--- src/rtl/oimu_pkg.sv ---
// Shared types and constants for the odometry/IMU frame receiver.
// No dependencies; imported by the front end, back end and top level.
`default_nettype none

package oimu_pkg;

    localparam logic [7:0] HEADER_BYTE   = 8'hFE;
    localparam int         PAYLOAD_BYTES = 16;
    localparam int         STORE_DEPTH   = PAYLOAD_BYTES - 1;
    localparam int         COUNT_W       = $clog2(PAYLOAD_BYTES);
    localparam int         GAIN_W        = 16;
    localparam int         VEL_W         = 11;
    localparam int         WORD_W        = 17;
    localparam logic [WORD_W-1:0] WORD_OFFSET = 17'd10000;
    localparam logic signed [GAIN_W-1:0] GAIN_RESET = 16'sd4096;

    // Configuration register indexes
    localparam logic [1:0] CFG_FORWARD_GAIN  = 2'd0;
    localparam logic [1:0] CFG_SIDEWAYS_GAIN = 2'd1;
    localparam logic [1:0] CFG_TURN_GAIN     = 2'd2;

    typedef enum logic [1:0] {
        PH_HUNT1 = 2'd0,
        PH_HUNT2 = 2'd1,
        PH_DATA  = 2'd2
    } phase_t;

    // One complete frame handed from the front to the back.
    typedef struct packed {
        logic                         bad_sum;
        logic [STORE_DEPTH-1:0][7:0]  payload;
    } frame_t;

    typedef struct packed {
        logic                    we;
        logic [1:0]              index;
        logic [GAIN_W-1:0]       data;
    } cfg_write_t;

endpackage

`default_nettype wire

--- src/rtl/oimu_front.sv ---
// Front end: header hunt, payload capture and checksum of the byte stream.
// Depends on oimu_pkg; pushes finished frames into oimu_queue.
`default_nettype none

module oimu_front (
    input  wire logic            clk,
    input  wire logic            rst_n,
    input  wire logic            byte_valid,
    input  wire logic [7:0]      byte_data,
    output logic                 byte_ready,
    output oimu_pkg::frame_t     frame,
    output logic                 frame_push,
    input  wire logic            queue_full
);
    import oimu_pkg::*;

    phase_t                      phase_reg, phase_next;
    logic [COUNT_W-1:0]          count_reg, count_next;
    logic [7:0]                  sum_reg, sum_next;
    logic [STORE_DEPTH-1:0][7:0] store_reg;
    logic                        accept;
    logic                        last_byte;
    logic                        store_we;

    assign byte_ready = !queue_full;
    assign accept     = byte_valid && byte_ready;
    assign last_byte  = (count_reg == COUNT_W'(PAYLOAD_BYTES - 1));

    // next state
    always_comb
    begin
        phase_next = phase_reg;
        unique case (phase_reg)
            PH_HUNT1:
            begin
                if (accept && byte_data == HEADER_BYTE)
                    phase_next = PH_HUNT2;
            end
            PH_HUNT2:
            begin
                if (accept)
                    phase_next = (byte_data == HEADER_BYTE) ? PH_DATA : PH_HUNT1;
            end
            PH_DATA:
            begin
                if (accept && last_byte)
                    phase_next = PH_HUNT1;
            end
            default:
            begin
                if (accept)
                    phase_next = (byte_data == HEADER_BYTE) ? PH_HUNT2 : PH_HUNT1;
            end
        endcase
    end

    // outputs and datapath control
    always_comb
    begin
        store_we   = 1'b0;
        frame_push = 1'b0;
        count_next = count_reg;
        sum_next   = sum_reg;
        unique case (phase_reg)
            PH_HUNT2:
            begin
                if (accept && byte_data == HEADER_BYTE)
                begin
                    count_next = '0;
                    sum_next   = '0;
                end
            end
            PH_DATA:
            begin
                if (accept)
                begin
                    if (last_byte)
                    begin
                        frame_push = 1'b1;
                        count_next = '0;
                        sum_next   = '0;
                    end
                    else
                    begin
                        store_we   = 1'b1;
                        count_next = count_reg + 1'b1;
                        sum_next   = sum_reg + byte_data;
                    end
                end
            end
            default:
            begin
            end
        endcase
    end

    assign frame.bad_sum = (sum_reg != byte_data);
    assign frame.payload = store_reg;

    always_ff @(posedge clk or negedge rst_n)
    begin
        if (!rst_n)
        begin
            phase_reg <= PH_HUNT1;
            count_reg <= '0;
            sum_reg   <= '0;
        end
        else
        begin
            phase_reg <= phase_next;
            count_reg <= count_next;
            sum_reg   <= sum_next;
        end
    end

    // payload bytes: written in order, no reset needed
    always_ff @(posedge clk)
    begin
        if (store_we)
            store_reg[count_reg] <= byte_data;
    end

endmodule

`default_nettype wire

--- src/rtl/oimu_queue.sv ---
// Short register queue decoupling the front end from the back end.
// Generic in width and depth; no package dependency.
`default_nettype none

module oimu_queue #(
    parameter int WIDTH = 8,
    parameter int DEPTH = 2
) (
    input  wire logic             clk,
    input  wire logic             rst_n,
    input  wire logic             push,
    input  wire logic [WIDTH-1:0] push_data,
    output logic                  full,
    input  wire logic             pop,
    output logic                  not_empty,
    output logic [WIDTH-1:0]      head
);
    localparam int AW = (DEPTH > 1) ? $clog2(DEPTH) : 1;
    localparam int CW = $clog2(DEPTH + 1);

    logic [DEPTH-1:0][WIDTH-1:0] entry_reg;
    logic [AW-1:0]               wr_ptr_reg, wr_ptr_next;
    logic [AW-1:0]               rd_ptr_reg, rd_ptr_next;
    logic [CW-1:0]               count_reg, count_next;
    logic                        do_push, do_pop;

    assign full      = (count_reg == CW'(DEPTH));
    assign not_empty = (count_reg != '0);
    assign do_push   = push && !full;
    assign do_pop    = pop && not_empty;
    assign head      = entry_reg[rd_ptr_reg];

    always_comb
    begin
        wr_ptr_next = wr_ptr_reg;
        rd_ptr_next = rd_ptr_reg;
        count_next  = count_reg;
        if (do_push)
            wr_ptr_next = (wr_ptr_reg == AW'(DEPTH - 1)) ? '0 : wr_ptr_reg + 1'b1;
        if (do_pop)
            rd_ptr_next = (rd_ptr_reg == AW'(DEPTH - 1)) ? '0 : rd_ptr_reg + 1'b1;
        if (do_push && !do_pop)
            count_next = count_reg + 1'b1;
        else if (do_pop && !do_push)
            count_next = count_reg - 1'b1;
    end

    always_ff @(posedge clk or negedge rst_n)
    begin
        if (!rst_n)
        begin
            wr_ptr_reg <= '0;
            rd_ptr_reg <= '0;
            count_reg  <= '0;
        end
        else
        begin
            wr_ptr_reg <= wr_ptr_next;
            rd_ptr_reg <= rd_ptr_next;
            count_reg  <= count_next;
        end
    end

    always_ff @(posedge clk)
    begin
        if (do_push)
            entry_reg[wr_ptr_reg] <= push_data;
    end

endmodule

`default_nettype wire

--- src/rtl/oimu_back.sv ---
// Back end: gain registers, velocity scaling and word unpacking, output register.
// Depends on oimu_pkg; pops frames from oimu_queue.
`default_nettype none

module oimu_back (
    input  wire logic                 clk,
    input  wire logic                 rst_n,
    input  wire oimu_pkg::cfg_write_t cfg,
    input  wire logic                 frame_avail,
    input  wire oimu_pkg::frame_t     frame,
    output logic                      frame_pop,
    output logic                      out_valid,
    input  wire logic                 out_ready,
    output logic                      out_status,
    output logic [134:0]              out_data
);
    import oimu_pkg::*;

    localparam int PROD_W = 8 + GAIN_W;

    logic signed [GAIN_W-1:0]      gain_reg [3];
    logic                          s1_valid_reg, s1_valid_next;
    logic                          s1_bad_reg;
    logic signed [PROD_W-1:0]      prod_reg [3];
    logic [STORE_DEPTH-1:0][7:0]   s1_bytes_reg;
    logic                          out_valid_reg;
    logic                          out_bad_reg;
    logic [134:0]                  out_data_reg;
    logic                          out_ok;
    logic                          s1_free;
    logic [134:0]                  data_next;

    // round half up then clamp to the velocity range
    function automatic logic [VEL_W-1:0] round_sat(input logic signed [PROD_W-1:0] p);
        logic signed [PROD_W:0]     biased;
        logic signed [PROD_W-12:0]  q;
        begin
            biased = {p[PROD_W-1], p} + (PROD_W+1)'(2048);
            q      = biased[PROD_W:12];
            if (q > (PROD_W-11)'(signed'(1023)))
                round_sat = VEL_W'(1023);
            else if (q < -(PROD_W-11)'(signed'(1024)))
                round_sat = {1'b1, {(VEL_W-1){1'b0}}};
            else
                round_sat = q[VEL_W-1:0];
        end
    endfunction

    assign out_ok    = !out_valid_reg || out_ready;
    assign s1_free   = !s1_valid_reg || out_ok;
    assign frame_pop = frame_avail && s1_free;

    always_comb
    begin
        if (frame_pop)
            s1_valid_next = 1'b1;
        else if (out_ok)
            s1_valid_next = 1'b0;
        else
            s1_valid_next = s1_valid_reg;
    end

    // gains
    always_ff @(posedge clk or negedge rst_n)
    begin
        if (!rst_n)
        begin
            gain_reg[0] <= GAIN_RESET;
            gain_reg[1] <= GAIN_RESET;
            gain_reg[2] <= GAIN_RESET;
        end
        else if (cfg.we)
        begin
            case (cfg.index)
                CFG_FORWARD_GAIN:  gain_reg[0] <= signed'(cfg.data);
                CFG_SIDEWAYS_GAIN: gain_reg[1] <= signed'(cfg.data);
                CFG_TURN_GAIN:     gain_reg[2] <= signed'(cfg.data);
                default:
                begin
                end
            endcase
        end
    end

    // stage 1: byte offset times gain
    always_ff @(posedge clk)
    begin
        if (frame_pop)
        begin
            s1_bad_reg   <= frame.bad_sum;
            s1_bytes_reg <= frame.payload;
            for (int i = 0; i < 3; i++)
                prod_reg[i] <= PROD_W'(signed'(frame.payload[i] ^ 8'h80)) *
                               PROD_W'(gain_reg[i]);
        end
    end

    // stage 2: rounding, saturation and word unpacking
    always_comb
    begin
        data_next = '0;
        if (!s1_bad_reg)
        begin
            data_next[10:0]  = round_sat(prod_reg[0]);
            data_next[21:11] = round_sat(prod_reg[1]);
            data_next[32:22] = round_sat(prod_reg[2]);
            for (int k = 0; k < 6; k++)
                data_next[33 + WORD_W*k +: WORD_W] =
                    {1'b0, s1_bytes_reg[4 + 2*k], s1_bytes_reg[3 + 2*k]} - WORD_OFFSET;
        end
    end

    always_ff @(posedge clk or negedge rst_n)
    begin
        if (!rst_n)
        begin
            s1_valid_reg  <= 1'b0;
            out_valid_reg <= 1'b0;
        end
        else
        begin
            s1_valid_reg <= s1_valid_next;
            if (out_ok)
                out_valid_reg <= s1_valid_reg;
        end
    end

    always_ff @(posedge clk)
    begin
        if (out_ok && s1_valid_reg)
        begin
            out_bad_reg  <= s1_bad_reg;
            out_data_reg <= data_next;
        end
    end

    assign out_valid  = out_valid_reg;
    assign out_status = out_bad_reg;
    assign out_data   = out_data_reg;

endmodule

`default_nettype wire

--- src/rtl/odometry_imu_frame_receiver.sv ---
// Top level of the odometry/IMU frame receiver: front end, frame queue, back end.
// Depends on oimu_pkg, oimu_front, oimu_queue and oimu_back.
`default_nettype none

// Channel   Direction  Width  Contents
// s_axis    in         8      received serial byte (s_tdata)
// m_axis    out        136+1  one decoded frame per beat; tuser = checksum mismatch
// cfg       in         2+16   gain register index and value
//
// One byte beat is taken every cycle while s_tready is high; a frame (two header
// bytes, 15 payload bytes, a checksum byte) gives one result beat via the queue.
// The back end is a two-stage pipeline (multiply, then round/unpack) behind a
// QUEUE_DEPTH-entry frame queue; s_tready drops only when that queue is full.
// Reset: hunting the first header byte, gains at 1.0 (4096), queue empty.
// A stalled m_axis holds its beat; bytes keep flowing until the queue fills.
module odometry_imu_frame_receiver #(
    parameter int QUEUE_DEPTH = 2
) (
    input  wire logic         clk,
    input  wire logic         rst_n,
    // byte stream in
    input  wire logic         s_tvalid,
    output logic              s_tready,
    input  wire logic [7:0]   s_tdata,   // [7:0] rx_byte
    // frame results out
    output logic              m_tvalid,
    input  wire logic         m_tready,
    output logic [135:0]      m_tdata,   // vel_forward, vel_sideways, vel_turn (11 b each),
                                         // accel_x/y/z, rate_x/y/z (17 b each), 1 b zero pad
    output logic              m_tuser,   // status: 1 = checksum mismatch
    // gain register writes
    input  wire logic         cfg_valid,
    output logic              cfg_ready,
    input  wire logic [1:0]   cfg_index,
    input  wire logic [15:0]  cfg_data
);
    import oimu_pkg::*;

    frame_t     front_frame;
    frame_t     queue_head;
    logic       frame_push;
    logic       queue_full;
    logic       queue_avail;
    logic       frame_pop;
    cfg_write_t cfg_wr;
    logic [134:0] result_data;

    // gain writes are always taken
    assign cfg_ready    = 1'b1;
    assign cfg_wr.we    = cfg_valid;
    assign cfg_wr.index = cfg_index;
    assign cfg_wr.data  = cfg_data;

    oimu_front u_front (
        .clk        (clk),
        .rst_n      (rst_n),
        .byte_valid (s_tvalid),
        .byte_data  (s_tdata),
        .byte_ready (s_tready),
        .frame      (front_frame),
        .frame_push (frame_push),
        .queue_full (queue_full)
    );

    oimu_queue #(
        .WIDTH ($bits(frame_t)),
        .DEPTH (QUEUE_DEPTH)
    ) u_queue (
        .clk       (clk),
        .rst_n     (rst_n),
        .push      (frame_push),
        .push_data (front_frame),
        .full      (queue_full),
        .pop       (frame_pop),
        .not_empty (queue_avail),
        .head      (queue_head)
    );

    oimu_back u_back (
        .clk         (clk),
        .rst_n       (rst_n),
        .cfg         (cfg_wr),
        .frame_avail (queue_avail),
        .frame       (queue_head),
        .frame_pop   (frame_pop),
        .out_valid   (m_tvalid),
        .out_ready   (m_tready),
        .out_status  (m_tuser),
        .out_data    (result_data)
    );

    assign m_tdata = {1'b0, result_data};

endmodule

`default_nettype wire

--- config.mk ---
export PLATFORM = sky130hd
export DESIGN_NAME = odometry_imu_frame_receiver
export DESIGN_NICKNAME = d
export VERILOG_FILES = /design/src/rtl/oimu_pkg.sv /design/src/rtl/oimu_front.sv /design/src/rtl/oimu_queue.sv /design/src/rtl/oimu_back.sv /design/src/rtl/odometry_imu_frame_receiver.sv
export SDC_FILE = /design/constraint.sdc
export NUM_CORES = 2
export LEC_CHECK = 0
export ABC_AREA = 1
export BUFFER_PORTS_ARGS = -buffer_cell sky130_fd_sc_hd__buf_2
export CORE_AREA = 2 2 257 259
export CTS_BUF_LIST = sky130_fd_sc_hd__clkbuf_16
export DETAILED_ROUTE_END_ITERATION = 10
export DIE_AREA = 0 0 259 261
export PLACE_DENSITY = 0.83
export SYNTH_ARGS = -nofsm -noshare
export SYNTH_HDL_FRONTEND = slang
export SYNTH_HIERARCHICAL = 1
export SYNTH_SLANG_ARGS = --single-unit
export TNS_END_PERCENT = 1
--- constraint.sdc ---
create_clock -name clk -period 15.5 [get_ports clk]
set_input_delay 1.55 -clock clk [delete_from_list [all_inputs] [get_ports clk]]
set_output_delay 1.55 -clock clk [all_outputs]
set_load 0.01 [all_outputs]
==> impl_metrics.toml <==
[place]
place.gp.congestion = 0.939
io_buffers = 168
place_hpwl_um = 63500

[detailed_routing]
drt-vias-per-instance = 5.40
drt_iter0_drc = 2619
wl_per_cell_um = 17.2
vias = 28547
first_pass_iters = 6
drtAntennaViolNets = 0
drcViolationCount = 0
drt_wl_total_um = 90900

[clock_tree]
postCtsSetupBuffers = 0
cts_tree = "yes"
ctsHoldBuffers = 0
cts_buffers = 70
cts_resized = 0
clockBufferDepth = 3
htreeDepth = 3
clock_insertion_delay_worst_skew_ns = 0.62
clkSlewWorstSetupHoldPaths_ns = 0.06
clkSinkCount = 702
cts-root-buf = "clkbuf_16"

[sta]
worstMarginPinSlew_ns = 1.26
maxSlewHeadroom = 0.162
grt_setup_unrepaired = "false"
drv_slew = 0
setup_violations = 0
finalSetupTns_ns = 0
hold_violations = 0
period_needed_ns = 6.47
skew_ns = 0.0271
period_share = 0.418
fmax_mhz = 154

[global_route]
grt-ovfl-total = 0
grt_usage = 0.275
antenna_found_initial = 2
grt_pass1_wl_um = 146000
grt_pass1_vias = 29132
grt_max_degree = 105

[yosys]
avgSynthCellArea_um2 = 9.80
synth_seq_cells = 702
synth_common_cells = "nand2_1 (1255), inv_1 (895), edfxtp_1 (634), fa_1 (305), nor2_1 (240)"
netlist_instances = 4260
synth.top_cells.by_area = "edfxtp_1 (46%), fa_1 (15%), nand2_1 (11%), inv_1 (8.0%), ha_1 (4.5%)"
yosysSeqAreaShare = 0.497
synth_fp_nets = 4745
netlist_area_um2 = 41800
synth_enable_flop_cells = 634
synth.distinct_cells = 46
synthArstFlopShare = 0.0969
ys_warn_count = 6
yosysMostFrequentCell = "nand2_1"
synth_top_area_share = 0.456
yosys.area.top_type = "edfxtp_1"
dominantRegCellSynth = "edfxtp_1"

[final_layout]
drive_above_1_share = 0.0793
diodes = 0
syn_to_final_growth_pct = 8.83
largest_register_ffs = 242
fillers = 4461
fin_nets = 4860

[worst_setup_path]
cpMaxStageDelayCell = "buf_4"
crit_fanout = 104
start_kind = "flip-flop"
cp_top_family = "adder cells"
cp_data_arrival_time_ns = 6.85
cp_common_cell = "nand2_1"
critPathKind = "flip-flop to flip-flop"
endpoint_kind = "flip-flop"
crit_required_ns = 15.88
worstPathCellList = "inv_4 > buf_4 > nand2_1 > nand2_1 > nand2_1 > inv_1 > fa_1 > fa_1 > fa_1 > inv_1 > fa_1 > inv_1 > ha_1 > nand2_1 > nor3_1 > nand2_1 > nand3_1 > nand2_1 > nand3_1 > nand2_1"
critPathBufInv = 5
critPathMaxStageDelay_ns = 0.96

[floorplan]
initial_core_util = 0.642
dieArea_um2 = 67600
ios = 171
rows = 94
coreArea_um2 = 65000
dieHeight_um = 261
die_w_um = 259

[worst_hold_path]
hp-class = "flip-flop to flip-flop"

[run_status]
status = "complete, no violations"

[run]
max_cap_viol_count = 0
==> worst paths after layout <==
| check | startpoint | to | slack (ns) | depth (start not counted) |
|---|---|---|---|---|
| worst max-delay path | u_queue/rd_ptr_reg | u_back/prod_reg[0][23] | 9.03 | 20 |
| worst min-delay path | u_front/frame[24] | u_queue/entry_reg[145] | 0.43 | 0 |
| worst max register to register | u_queue/rd_ptr_reg | u_back/prod_reg[0][23] | 9.03 | 20 |
| worst min register to register | u_front/frame[24] | u_queue/entry_reg[145] | 0.43 | 0 |
| max in group asynchronous | rst_n | u_queue/rd_ptr_reg | 13.72 | 1 |
| min in group asynchronous | rst_n | u_front/sum_reg[2] | 1.09 | 1 |
==> area by class of cell <==
cell class | instances | area (um^2) | area share
tap | 864 | 1080 | 0.0238
sequential | 702 | 20700 | 0.456
multi-input combinational | 2518 | 17000 | 0.374
timing repair buffer | 181 | 941 | 0.0207
inverter | 902 | 3400 | 0.0748
clock inverter | 52 | 487 | 0.0107
clock buffer | 72 | 1800 | 0.0396
==> kinds of logic after synthesis <==
kind of cell	after synthesis	synth area share
simple gates	1765	0.173
compound gates	240	0.0301
other cells	2	0.000180
fa+ha+maj	454	0.191
flops	702	0.497
xor+xnor	57	0.0120
buf+inv	1040	0.0968
==> per-layer routing <==
layer  wire length, um  global-route usage
met1             35500               0.351
met2             45100               0.476
met3              7010              0.0401
met4              3290               0.113
met5                 0                   0
==> cells in the final DEF, fill, tap and decap left out, drive strengths merged, types with 2 or more instances in the layout <==
| master | instances |
|---|---|
| or2 | 13 |
| nor3 | 44 |
| dfrtp | 65 |
| xnor2 | 14 |
| bufinv | 5 |
| edfxtp | 634 |
| a21boi | 3 |
| nand2 | 1270 |
| nor2 | 252 |
| fa | 305 |
| a21oi | 116 |
| nand3b | 12 |
| nor4 | 5 |
| ha | 149 |
| nand3 | 134 |
| buf | 181 |
| clkbuf | 72 |
| conb | 2 |
| xor2 | 43 |
| o21bai | 10 |
| clkinv | 24 |
| nand4 | 30 |
| o21ai | 108 |
| inv | 925 |
| and3 | 3 |
| dfstp | 3 |
==> metrics by stage <==
stage | util | hold WS, ns | instance area, um^2 | std cells | worst slack, ns
after floorplan | - | 0.421 | 41800 | 4260 | 6.69
after global placement | 0.664 | 0.421 | 43200 | 5167 | 9.27
after detailed placement | 0.664 | 0.429 | 43200 | 5167 | 9.11
after CTS | 0.699 | 0.420 | 45500 | 5291 | 9.10
after global routing | 0.699 | 0.436 | 45500 | 5291 | 8.66
final | 0.699 | 0.428 | 45500 | 5291 | 9.03
Power is left out: the tool's default activity adds up to more than one toggle a clock period on the data nets, which glitch-free logic cannot reach.
